File: config.mk
export PLATFORM = sky130hd
export DESIGN_NAME = tank_drive_p_slew_settle_top
export DESIGN_NICKNAME = d
export VERILOG_FILES = /design/src/rtl/core/tdps_pkg.sv /design/src/rtl/core/tdps_side.sv /design/src/rtl/core/tank_drive_p_slew_settle_top.sv
export VERILOG_INCLUDE_DIRS = /design/src /design/src/rtl/core
export SDC_FILE = /design/constraint.sdc
export NUM_CORES = 2
export LEC_CHECK = 0
export BUFFER_PORTS_ARGS = -buffer_cell sky130_fd_sc_hd__buf_4
export CAP_MARGIN = 20
export CELL_PAD_IN_SITES_DETAIL_PLACEMENT = 2
export CELL_PAD_IN_SITES_GLOBAL_PLACEMENT = 2
export CORE_ASPECT_RATIO = 1.75
export CORE_MARGIN = 5
export CORE_UTILIZATION = 37
export CTS_CLUSTER_DIAMETER = 50
export DETAILED_ROUTE_END_ITERATION = 8
export GPL_ROUTABILITY_DRIVEN = 0
export PLACE_DENSITY = 0.75
export RECOVER_POWER = 100
export SLEW_MARGIN = 20
export SYNTH_ARGS = -nofsm -noshare
export SYNTH_HDL_FRONTEND = slang
export SYNTH_SLANG_ARGS = --single-unit
File: constraint.sdc
create_clock -name clk -period 10.95 [get_ports clk]
set_input_delay 1.095 -clock clk [delete_from_list [all_inputs] [get_ports clk]]
set_output_delay 1.095 -clock clk [all_outputs]
set_load 0.05 [all_outputs]
File: src/rtl/core/assert_macros.svh
// Assertion helpers shared by the RTL. Each expects clk in scope; TDPS_ASSERT also expects arst_n.
`ifndef ASSERT_MACROS_SVH
`define ASSERT_MACROS_SVH

// Check a property on every rising edge outside reset.
`define TDPS_ASSERT(lbl, prop, msg) \
	lbl: assert property (@(posedge clk) disable iff (!arst_n) prop) else $error(msg);

// Check a property on every rising edge, reset included.
`define TDPS_ASSERT_ALWAYS(lbl, prop, msg) \
	lbl: assert property (@(posedge clk) prop) else $error(msg);

`endif

File: src/rtl/core/tdps_pkg.sv
package tdps_pkg;

	localparam int POS_WIDTH      = 24;
	localparam int ERR_WIDTH      = POS_WIDTH + 1;
	localparam int MEAN_WIDTH     = 24;
	localparam int WIDE_WIDTH     = (ERR_WIDTH > MEAN_WIDTH) ? ERR_WIDTH : MEAN_WIDTH;
	localparam int GAIN_WIDTH     = 10;
	localparam int GAIN_FRAC      = 8;
	localparam int SLEW_WIDTH     = 7;
	localparam int LIMIT_WIDTH    = 7;
	localparam int BAND_WIDTH     = 8;
	localparam int COUNT_WIDTH    = 8;
	localparam int DRIVE_WIDTH    = 8;
	localparam int CFG_IDX_WIDTH  = 3;
	localparam int CFG_DATA_WIDTH = 10;

	typedef logic signed [POS_WIDTH-1:0]   pos_t;
	typedef logic signed [ERR_WIDTH-1:0]   err_t;
	typedef logic        [ERR_WIDTH-1:0]   mag_t;
	typedef logic        [MEAN_WIDTH-1:0]  mean_t;
	typedef logic        [GAIN_WIDTH-1:0]  gain_t;
	typedef logic        [SLEW_WIDTH-1:0]  slew_t;
	typedef logic        [LIMIT_WIDTH-1:0] limit_t;
	typedef logic        [BAND_WIDTH-1:0]  band_t;
	typedef logic        [COUNT_WIDTH-1:0] count_t;
	typedef logic signed [DRIVE_WIDTH-1:0] drive_t;

	typedef enum logic [CFG_IDX_WIDTH-1:0] {
		CFG_GAIN_STRAIGHT = 3'd0,
		CFG_GAIN_TURN     = 3'd1,
		CFG_SLEW_STRAIGHT = 3'd2,
		CFG_SLEW_TURN     = 3'd3,
		CFG_SETTLE_BAND   = 3'd4,
		CFG_STALL_LIMIT   = 3'd5
	} cfg_idx_t;

	localparam logic MODE_START  = 1'b0;
	localparam logic MODE_SAMPLE = 1'b1;

	localparam gain_t  GAIN_STRAIGHT_RST = 10'd38;
	localparam gain_t  GAIN_TURN_RST     = 10'd179;
	localparam slew_t  SLEW_STRAIGHT_RST = 7'd5;
	localparam slew_t  SLEW_TURN_RST     = 7'd4;
	localparam band_t  SETTLE_BAND_RST   = 8'd5;
	localparam count_t STALL_LIMIT_RST   = 8'd10;

	localparam mean_t  MEAN_MAX  = '1;
	localparam count_t COUNT_MAX = '1;

endpackage

File: src/rtl/core/tdps_side.sv
module tdps_side (
	input  tdps_pkg::err_t   err,
	input  tdps_pkg::gain_t  gain,
	input  tdps_pkg::limit_t cap,
	output tdps_pkg::mag_t   mag,
	output tdps_pkg::drive_t drive
);

	localparam int PROD_WIDTH = tdps_pkg::ERR_WIDTH + tdps_pkg::GAIN_WIDTH;

	logic                  neg;
	logic [PROD_WIDTH-1:0] prod;
	logic [PROD_WIDTH-1:0] scaled;
	tdps_pkg::limit_t      clamped;

	assign neg  = err[tdps_pkg::ERR_WIDTH-1];
	assign mag  = neg ? tdps_pkg::mag_t'(-err) : tdps_pkg::mag_t'(err);
	assign prod = PROD_WIDTH'(mag) * PROD_WIDTH'(gain);
	// truncate toward zero: scale the magnitude, sign goes back on afterwards
	assign scaled = prod >> tdps_pkg::GAIN_FRAC;

	always_comb begin
		if (scaled > PROD_WIDTH'(cap)) begin
			clamped = cap;
		end else begin
			clamped = tdps_pkg::limit_t'(scaled);
		end
	end

	assign drive = neg ? -tdps_pkg::drive_t'({1'b0, clamped})
	                   : tdps_pkg::drive_t'({1'b0, clamped});

endmodule

File: src/rtl/core/tank_drive_p_slew_settle_top.sv
// Two-sided proportional drive controller with a ramping drive cap.
// Input channel (in_valid / in_stall): one word per item. mode = 0 starts a move
// and loads target_left, target_right and drive_limit; mode = 1 is a sample
// carrying pos_left and pos_right. Every input word yields exactly one output
// word on the output channel (out_valid / out_stall): drive_left, drive_right,
// done_res and mean_error.
// Configuration channel (cfg_valid / cfg_ready): cfg_index selects gain_straight,
// gain_turn, slew_straight, slew_turn, settle_band or stall_limit; cfg_ready is
// always high. Write only while no item is in flight.
// Path: a word accepted is captured in the input register and moves on to the
// output register once the update step takes it.
// Throughput: one word per cycle while unstalled, set by the single update step
// between the input and output registers, which also updates the move state.
// Stall: while out_stall holds a valid output word, the update step waits and
// in_stall rises as soon as the input register is full; nothing is dropped.
// Reset: both registers empty, the block idle (samples return done with zero
// drive), configuration back to its default values.
`include "assert_macros.svh"

module tank_drive_p_slew_settle_top (
	input  logic                                  clk,
	input  logic                                  arst_n,

	input  logic                                  cfg_valid,
	output logic                                  cfg_ready,
	input  logic [tdps_pkg::CFG_IDX_WIDTH-1:0]    cfg_index,
	input  logic [tdps_pkg::CFG_DATA_WIDTH-1:0]   cfg_data,

	input  logic                                  in_valid,
	output logic                                  in_stall,
	input  logic                                  mode,
	input  tdps_pkg::pos_t                        target_left,
	input  tdps_pkg::pos_t                        target_right,
	input  tdps_pkg::limit_t                      drive_limit,
	input  tdps_pkg::pos_t                        pos_left,
	input  tdps_pkg::pos_t                        pos_right,

	output logic                                  out_valid,
	input  logic                                  out_stall,
	output tdps_pkg::drive_t                      drive_left,
	output tdps_pkg::drive_t                      drive_right,
	output logic                                  done_res,
	output tdps_pkg::mean_t                       mean_error
);

	// configuration
	tdps_pkg::gain_t  gain_straight_q, gain_turn_q;
	tdps_pkg::slew_t  slew_straight_q, slew_turn_q;
	tdps_pkg::band_t  settle_band_q;
	tdps_pkg::count_t stall_limit_q;

	// move state
	tdps_pkg::pos_t   goal_left_q, goal_right_q;
	tdps_pkg::limit_t move_limit_q, ramp_cap_q;
	tdps_pkg::mean_t  previous_error_q;
	tdps_pkg::count_t stall_count_q;
	logic             moving_q;

	// input register
	logic             valid_s1;
	logic             mode_s1;
	tdps_pkg::pos_t   target_left_s1, target_right_s1, pos_left_s1, pos_right_s1;
	tdps_pkg::limit_t drive_limit_s1;

	// output register
	logic             out_valid_q;
	tdps_pkg::drive_t drive_left_q, drive_right_q;
	logic             done_q;
	tdps_pkg::mean_t  mean_q;

	logic out_free, take, accept;

	assign cfg_ready = 1'b1;
	assign out_free  = !out_valid_q || !out_stall;
	assign take      = valid_s1 && out_free;
	assign in_stall  = valid_s1 && !out_free;
	assign accept    = in_valid && !in_stall;

	// update step
	tdps_pkg::err_t   err_left, err_right;
	tdps_pkg::mag_t   mag_left, mag_right;
	tdps_pkg::drive_t side_left, side_right;
	logic [tdps_pkg::ERR_WIDTH:0]      mag_sum;
	logic [tdps_pkg::WIDE_WIDTH-1:0]   half_w;
	tdps_pkg::mean_t  mean_cur;
	logic             same_sign;
	tdps_pkg::gain_t  gain_sel;
	tdps_pkg::slew_t  slew_sel;
	logic [tdps_pkg::LIMIT_WIDTH:0]    cap_sum;
	tdps_pkg::limit_t cap_next;
	tdps_pkg::count_t count_next;
	logic             finished;

	assign err_left  = tdps_pkg::err_t'(goal_left_q) - tdps_pkg::err_t'(pos_left_s1);
	assign err_right = tdps_pkg::err_t'(goal_right_q) - tdps_pkg::err_t'(pos_right_s1);

	// zero counts as positive, so the sign bit alone decides
	assign same_sign = err_left[tdps_pkg::ERR_WIDTH-1] == err_right[tdps_pkg::ERR_WIDTH-1];
	assign gain_sel  = same_sign ? gain_straight_q : gain_turn_q;
	assign slew_sel  = same_sign ? slew_straight_q : slew_turn_q;

	tdps_side u_side_left (
		.err   (err_left),
		.gain  (gain_sel),
		.cap   (cap_next),
		.mag   (mag_left),
		.drive (side_left)
	);

	tdps_side u_side_right (
		.err   (err_right),
		.gain  (gain_sel),
		.cap   (cap_next),
		.mag   (mag_right),
		.drive (side_right)
	);

	assign mag_sum = {1'b0, mag_left} + {1'b0, mag_right};
	assign half_w  = tdps_pkg::WIDE_WIDTH'(mag_sum[tdps_pkg::ERR_WIDTH:1]);

	always_comb begin
		if (half_w > tdps_pkg::WIDE_WIDTH'(tdps_pkg::MEAN_MAX)) begin
			mean_cur = tdps_pkg::MEAN_MAX;
		end else begin
			mean_cur = tdps_pkg::mean_t'(half_w);
		end
	end

	assign cap_sum  = {1'b0, ramp_cap_q} + {1'b0, slew_sel};
	assign cap_next = (cap_sum > {1'b0, move_limit_q}) ? move_limit_q
	                                                   : tdps_pkg::limit_t'(cap_sum);

	always_comb begin
		if (previous_error_q == mean_cur) begin
			count_next = (stall_count_q == tdps_pkg::COUNT_MAX) ? stall_count_q
			                                                    : stall_count_q + 1'b1;
		end else begin
			count_next = '0;
		end
	end

	assign finished = (previous_error_q < tdps_pkg::mean_t'(settle_band_q) &&
	                   mean_cur < tdps_pkg::mean_t'(settle_band_q)) ||
	                  (count_next >= stall_limit_q);

	// control, configuration and move state
	always_ff @(posedge clk or negedge arst_n) begin
		if (!arst_n) begin
			gain_straight_q  <= tdps_pkg::GAIN_STRAIGHT_RST;
			gain_turn_q      <= tdps_pkg::GAIN_TURN_RST;
			slew_straight_q  <= tdps_pkg::SLEW_STRAIGHT_RST;
			slew_turn_q      <= tdps_pkg::SLEW_TURN_RST;
			settle_band_q    <= tdps_pkg::SETTLE_BAND_RST;
			stall_limit_q    <= tdps_pkg::STALL_LIMIT_RST;
			goal_left_q      <= '0;
			goal_right_q     <= '0;
			move_limit_q     <= '0;
			ramp_cap_q       <= '0;
			previous_error_q <= '0;
			stall_count_q    <= '0;
			moving_q         <= 1'b0;
			valid_s1         <= 1'b0;
			out_valid_q      <= 1'b0;
		end else begin
			if (cfg_valid && cfg_ready) begin
				case (tdps_pkg::cfg_idx_t'(cfg_index))
					tdps_pkg::CFG_GAIN_STRAIGHT: gain_straight_q <= cfg_data;
					tdps_pkg::CFG_GAIN_TURN:     gain_turn_q     <= cfg_data;
					tdps_pkg::CFG_SLEW_STRAIGHT: slew_straight_q <= tdps_pkg::slew_t'(cfg_data);
					tdps_pkg::CFG_SLEW_TURN:     slew_turn_q     <= tdps_pkg::slew_t'(cfg_data);
					tdps_pkg::CFG_SETTLE_BAND:   settle_band_q   <= tdps_pkg::band_t'(cfg_data);
					tdps_pkg::CFG_STALL_LIMIT:   stall_limit_q   <= tdps_pkg::count_t'(cfg_data);
					default: ;
				endcase
			end

			if (accept) begin
				valid_s1 <= 1'b1;
			end else if (take) begin
				valid_s1 <= 1'b0;
			end

			if (take) begin
				out_valid_q <= 1'b1;
			end else if (!out_stall) begin
				out_valid_q <= 1'b0;
			end

			if (take) begin
				if (mode_s1 == tdps_pkg::MODE_START) begin
					goal_left_q      <= target_left_s1;
					goal_right_q     <= target_right_s1;
					move_limit_q     <= drive_limit_s1;
					ramp_cap_q       <= '0;
					previous_error_q <= '0;
					stall_count_q    <= '0;
					moving_q         <= 1'b1;
				end else if (moving_q) begin
					ramp_cap_q    <= cap_next;
					stall_count_q <= count_next;
					if (finished) begin
						moving_q <= 1'b0;
					end else begin
						previous_error_q <= mean_cur;
					end
				end
			end
		end
	end

	// payload registers
	always_ff @(posedge clk) begin
		if (accept) begin
			mode_s1         <= mode;
			target_left_s1  <= target_left;
			target_right_s1 <= target_right;
			drive_limit_s1  <= drive_limit;
			pos_left_s1     <= pos_left;
			pos_right_s1    <= pos_right;
		end
		if (take) begin
			if (mode_s1 == tdps_pkg::MODE_START) begin
				drive_left_q  <= '0;
				drive_right_q <= '0;
				done_q        <= 1'b0;
				mean_q        <= '0;
			end else if (!moving_q) begin
				drive_left_q  <= '0;
				drive_right_q <= '0;
				done_q        <= 1'b1;
				mean_q        <= '0;
			end else if (finished) begin
				drive_left_q  <= '0;
				drive_right_q <= '0;
				done_q        <= 1'b1;
				mean_q        <= mean_cur;
			end else begin
				drive_left_q  <= side_left;
				drive_right_q <= side_right;
				done_q        <= 1'b0;
				mean_q        <= mean_cur;
			end
		end
	end

	assign out_valid   = out_valid_q;
	assign drive_left  = drive_left_q;
	assign drive_right = drive_right_q;
	assign done_res    = done_q;
	assign mean_error  = mean_q;

	`TDPS_ASSERT(a_done_zero_drive, out_valid_q && done_q |-> drive_left_q == '0 && drive_right_q == '0, "done word carries nonzero drive")
	`TDPS_ASSERT(a_cap_in_limit, ramp_cap_q <= move_limit_q, "ramp cap above move limit")
	`TDPS_ASSERT(a_hold_stalled, out_valid_q && out_stall |=> out_valid_q, "stalled output word dropped")
	`TDPS_ASSERT(a_drive_in_cap, out_valid_q && !done_q |-> drive_left_q <= tdps_pkg::drive_t'({1'b0, ramp_cap_q}) && drive_left_q >= -tdps_pkg::drive_t'({1'b0, ramp_cap_q}), "left drive exceeds cap")

endmodule

---- Word-level counts from Yosys, hierarchy flattened ----
Cells that the tools add are included.
cells by class
  multiplexer cells ....................... 28
  add/subtract/negate cells ............... 9
  $lt $le $gt $ge ......................... 7
  equality and inequality tests ........... 11
  reduce and logical (&&, ||, !) cells .... 25
  bitwise gates (word level) .............. 4
  multiply operators ...................... 2
operator list
  operator              count
  $mux 24               4
  $mul 25x10->35        2
  $mux 7                8
  $gt 27x7->1           2
  $mux 25               2
  $neg 25->25           2
  $sub 24x24->25        2
  $lt 24x8->1           2
  $mux 8                4
  $add 25x25->26        1
  $gt 25x24->1 const B  1
  $eq 24x24->1          1
  $reduce_and 2->1      9
  $neg 7->8             2
  $mux 10               1
  $mux 1                9
  $add 7x7->8           1
  $add 8x1->8 const B   1
  $eq 8x8->1 const B    1
  $ge 8x8->1            1
  $gt 8x7->1            1
  $reduce_or 4->1       2
  $eq 3x2->1 const B    2
  $eq 3x3->1 const B    2
  12 further kinds      23
word-level totals
  bits in registers ....................... 292
  bits of input ports ..................... 122
  output and inout bits ................... 44
  logic and storage cells ................. 113

---- Depth between registers and ports, before layout ----
  depth in word-level cells ............... 13
  depth in mapped cells ................... 56
  mapped depth without buffers ............ 53

---- Hierarchy ----
Synthesis repeated with hierarchy kept, for this count alone.
unflattened totals
  cell total of the unflattened synthesis .. 3707
  area, all modules ....................... 34820.9 sq um
modules (own cells, without submodules)
  module                        times used  cells each  seq. area each (sq um)  area each (sq um)
  tank_drive_p_slew_settle_top  1           1464        8051.5                  16417.0
  tdps_side (u_side_right)      1           1130        0.0                     9212.6
  tdps_side (u_side_left)       1           1113        0.0                     9191.3

---- Worst setup path after synthesis ----
Ideal clock, no wire load.
  kind .................................... reg-to-reg
  start ................................... reg pos_right_s1[0]
  end ..................................... reg drive_right_q[4] (netlist: drive_right[4]) (data pin)
  data arrival time ....................... 11.161 ns
  period minus slack after synthesis ...... 11.368 ns
  library setup time ...................... 0.207 ns
  data required time ...................... 10.743 ns
  cell stages (with the launch flop) ...... 52
  setup slack ............................. -0.418 ns
  buffers on the path ..................... 3
  cells stage by stage .................... edfxtp_1 > ha_1 > fa_1 > nand2b_1 > a211oi_1 > o21ai_1 > a21oi_1 > nor3_4 > xnor2_4 > clkbuf_1 > mux2_2 > buf_1 > nand2_1 > fa_1 > fa_1 > inv_1 > ha_1 > inv_1 > [... 16 more ...] > a21oi_1 > nor2b_1 > o21ai_0 > nand2b_1 > a21oi_1 > a41oi_1 > a2111oi_0 > nand4_1 > or4_1 > nor4_4 > buf_4 > nand2_1 > o21ai_0 > ha_1 > nand3_1 > nor3b_1 > a211o_1 > a2111oi_0
between the ends
  word-level cells in the longest chain between the ends .. 11
  elaborated cells on any way between the ends .. 24
  classes of those cells .................. 5 x add/sub; 1 x mul; 5 x order compare; 2 x eq/ne; 8 x mux; 3 x reduce/logical
ends and longest elaborated chain
  what                                                                     line                                 RTL
  start, declared                                                          tank_drive_p_slew_settle_top.sv:62   tdps_pkg::pos_t target_left_s1, target_right_s1, pos_left_s1, pos_right_s1;
  start signal, assigned                                                   tank_drive_p_slew_settle_top.sv:219  pos_right_s1 <= pos_right;
  $sub 24x24->25 (*)                                                       tank_drive_p_slew_settle_top.sv:95   assign err_right = tdps_pkg::err_t'(goal_right_q) - tdps_pkg::err_t'(pos_right_s1);
  parallel branches: the longest is 10 deep, another holds $mul 25x10->35  n/a
  end signal, assigned                                                     tank_drive_p_slew_settle_top.sv:239  drive_right_q <= side_right;
  end, declared                                                            tank_drive_p_slew_settle_top.sv:67   tdps_pkg::drive_t drive_left_q, drive_right_q;
Mark *: on every way between the ends.
A chain may end at the register's enable or synchronous reset.

---- Final worst setup path ----
Ends and elaborated chain as after synthesis.

==> impl_metrics.yaml <==
layout:
  syn_to_final_growth_pct: 26.7
  drive_above_1_share: 0.254
  diodes: 0
  finalNonFillerCells: 5509
  nets: 5048
synth:
  synth_xor_xnor_area_share: 0.0399
  synth_top_family_by_area: "adder cells"
  postSynth.asyncResetShare: 0.503
  syn-num-nets: 4406
  ys_ff_latch: 292
  synthCells: 3658
  netlist-cell-type-count: 94
  synthAdderAreaFrac: 0.314
  synth.area.mux_share: 0.0466
  synth_top_flop_cell: "edfxtp_1"
  yosys_warnings: 0
  seq_area_frac_synth: 0.239
  synth-compound-area-share: 0.125
  synth-edff-count: 145
  synth-simple-area-share: 0.166
  avgSynthCellArea_um2: 9.21
  syn_area_um2: 33700
global_routing:
  grt_pass1_wl_mm: 208
  gr-usage-all-layers: 0.276
  grt_max_degree: 75
  globalRoute.totalOverflow: 0
  grt_pass1_vias: 36100
  antenna_found_initial: 3
clocking:
  clock_latency_ps: 620
  htreeDepth: 2
  cts_made_buffers: 34
  cts-root-buf: "clkbuf_16"
  cts_max_path_buffers: 3
  clkTransAtPathRegs_ps: 60
  clock-sinks: 292
  cts_tree: "yes"
worst_setup_path:
  end_kind: "flip-flop"
  worstPathRequired_ps: 11350
  cp_slowest_cell: "fa_1"
  startpoint: "pos_right_s1[0]"
  r2r_start: "pos_right_s1[0]"
  crit_fanout: 6
  arrival_ps: 11720
  cp-start-kind: "flip-flop"
  crit_type: "reg2reg"
  crit_path_max_incr_delay_ps: 600
run:
  max-cap-violations: 9
run_status:
  outcome: "finished with violations"
  violations: "capacitance limit, slew limit, setup timing"
routing:
  num_vias: 31800
  drt_iter0_markers: 1857
  route.antenna.remaining_nets: 0
  drt_wl_total_mm: 158
  drt-vias-per-instance: 5.77
  wl_per_cell_um: 28.6
  first_pass_iters: 8
  drc: 0
sta:
  worst_slack_ps: -370
  final-hold-violation-count: 0
  drv_slew: 401
  max_freq_ghz: 0.0883
  rsz0062_at_grt: "yes"
  clock_skew_ps: 58.1
  worst_pin_slew_ps: 4360
  setup_violations: 11
  relSlewSlack: -1.90
  finalCriticalPeriod_ps: 11320
  finalCritPeriodShare: 1.03
die:
  dieArea_um2: 97400
  ios: 166
  fp.dieW_um: 238
  coreArea_um2: 90400
  num_rows: 146
  initial_core_util: 0.372
  die_height_um: 409
place:
  hpwl_mm: 112
  numPortBuffers: 164
  dpl.cell_count: 5386
hold_path:
  min-delay-start: "target_right_s1[6]"
  hold_path.class: "reg2reg"
[cell families after synthesis]
family | count (synthesis)
compound gates | 637
xor+xnor | 148
fa+ha+maj | 626
buf+inv | 612
flops | 292
mux | 143
other cells | 1
simple gates | 1199
[layout by cell type (no fill, tap or decap), types with 21 or more instances in the layout]
cell type and instances:
buf_4 541, inv_1 464, nor2_1 426, fa_1 360, nand2_1 341, ha_1 232, edfxtp_1 145, dfrtp_1 132
a21oi_1 123, o21ai_0 112, mux2_2 101, clkbuf_4 95, a21o_1 72, clkbuf_1 69, xnor2_1 67, xor2_1 56
nor3_1 50, and2_1 48, nand3_1 43, nand2b_1 39, clkbuf_16 37, nor2b_1 32, and3_1 29, o21a_1 29
a21oi_2 25, mux2i_1 23, or3_1 22, a2bb2oi_1 22, o21ai_1 21
[area by class of cell]
class / instances / area, um2
inverters: 486 / 1840
repair buffers: 732 / 5470
multi-input cells: 2754 / 24700
well taps: 1184 / 1480
flip-flops and latches: 292 / 8050
clock inverters: 17 / 146
clock buffers: 44 / 971
fillers: 9641 / 47800
[flip-flops by register name, summed over array words and instances, names as in the netlist, 7 cells and up]
| name | cells |
|---|---|
| goal_left_q | 24 |
| stall_count_q | 8 |
| drive_left | 8 |
| previous_error_q | 24 |
| stall_limit_q | 8 |
| pos_right_s1 | 24 |
| goal_right_q | 24 |
| gain_turn_q | 10 |
| ramp_cap_q | 7 |
| slew_turn_q | 7 |
| gain_straight_q | 10 |
| pos_left_s1 | 24 |
| move_limit_q | 7 |
| slew_straight_q | 7 |
| settle_band_q | 8 |
| drive_limit_s1 | 7 |
| mean_error | 24 |
| target_left_s1 | 24 |
| drive_right | 8 |
| target_right_s1 | 24 |
[metal layers]
metal | up-vias | track usage | wire (um)
met5 | - | 0 | 17
met4 | 2 | 0.185 | 15600
met3 | 712 | 0.0328 | 6350
met2 | 1183 | 0.541 | 84600
met1 | 16300 | 0.263 | 51200
li1 | 13600 | - | -
[Yosys cell counts (9+ instances only)]
master,number,share of area
ha_1,260,0.097
xor2_1,60,0.016
and2_1,51,0.0095
a41oi_1,9,0.0023
nand3_1,44,0.0065
nor2_1,442,0.049
o21ai_1,13,0.0019
a211oi_1,21,0.0047
mux2_2,108,0.036
edfxtp_1,145,0.13
a2bb2oi_1,23,0.0060
and4_1,11,0.0029
or2_2,9,0.0017
a21oi_1,153,0.023
o21a_1,30,0.0067
xnor2_1,84,0.022
nand2b_1,43,0.0080
nand2_1,353,0.039
a21o_1,73,0.016
fa_1,366,0.22
o21ai_0,136,0.020
nor3b_1,14,0.0031
o31ai_1,16,0.0036
nand4_1,20,0.0037
dfrtp_1,132,0.098
buf_2,9,0.0013
clkbuf_1,103,0.011
o211ai_1,19,0.0042
dfstp_2,15,0.012
inv_1,486,0.054
a21boi_0,10,0.0022
nor3_1,55,0.0082
o21bai_1,14,0.0031
o2111ai_1,9,0.0023
a31oi_1,21,0.0039
mux2i_1,34,0.010
a311oi_1,9,0.0023
a2111oi_0,10,0.0026
or3_1,23,0.0043
nor4_1,15,0.0028
nor2b_1,35,0.0065
and3_1,33,0.0061
[path summary, 6_finish.rpt]
kind	endpoint	slack, ps	cells past startpoint
worst max-delay path	drive_right[4]	-370	42
worst min-delay path	goal_right_q[6]	480	1
worst max register to register	drive_right[4]	-370	42
worst min register to register	goal_right_q[6]	480	1
max in group asynchronous	previous_error_q[4]	5140	2
min in group asynchronous	move_limit_q[1]	910	1
[worst max-delay path, delay by kind of cell, from the launching register on]
kind | cells | cell delay, ps
AOI/OAI and AO/OA | 10 | 2300
xor gates and xnor gates | 2 | 450
adders and majority gates | 9 | 3880
buffers and inverters | 8 | 1190
DFF | 1 | 370
muxes | 2 | 450
and+or+nand+nor | 11 | 2410
[per-stage QoR]
stage	hold slack [ps]	utilization	setup TNS [ps]	cell area [um2]	setup WS, ps
after detailed placement	445	0.442	-6610	40000	-956
after global routing	482	0.472	-13360	42700	-691
after global placement	436	0.442	-609	40000	-203
after floorplan	426	-	0	33800	23.5
final	476	0.472	-2320	42700	-370
after CTS	360	0.461	-6.61	41700	-6.61
[what timing repair did]
action                     CTS  global route
cloned                       1             1
pin swaps                   56           123
setup endpoints to repair   38            42
hold buffers                 0             0
buffers inserted            23            41
gates resized for setup     94           211
Power is not shown: default switching activity piles up to over one toggle a cycle in this logic, so the estimate is an artifact.
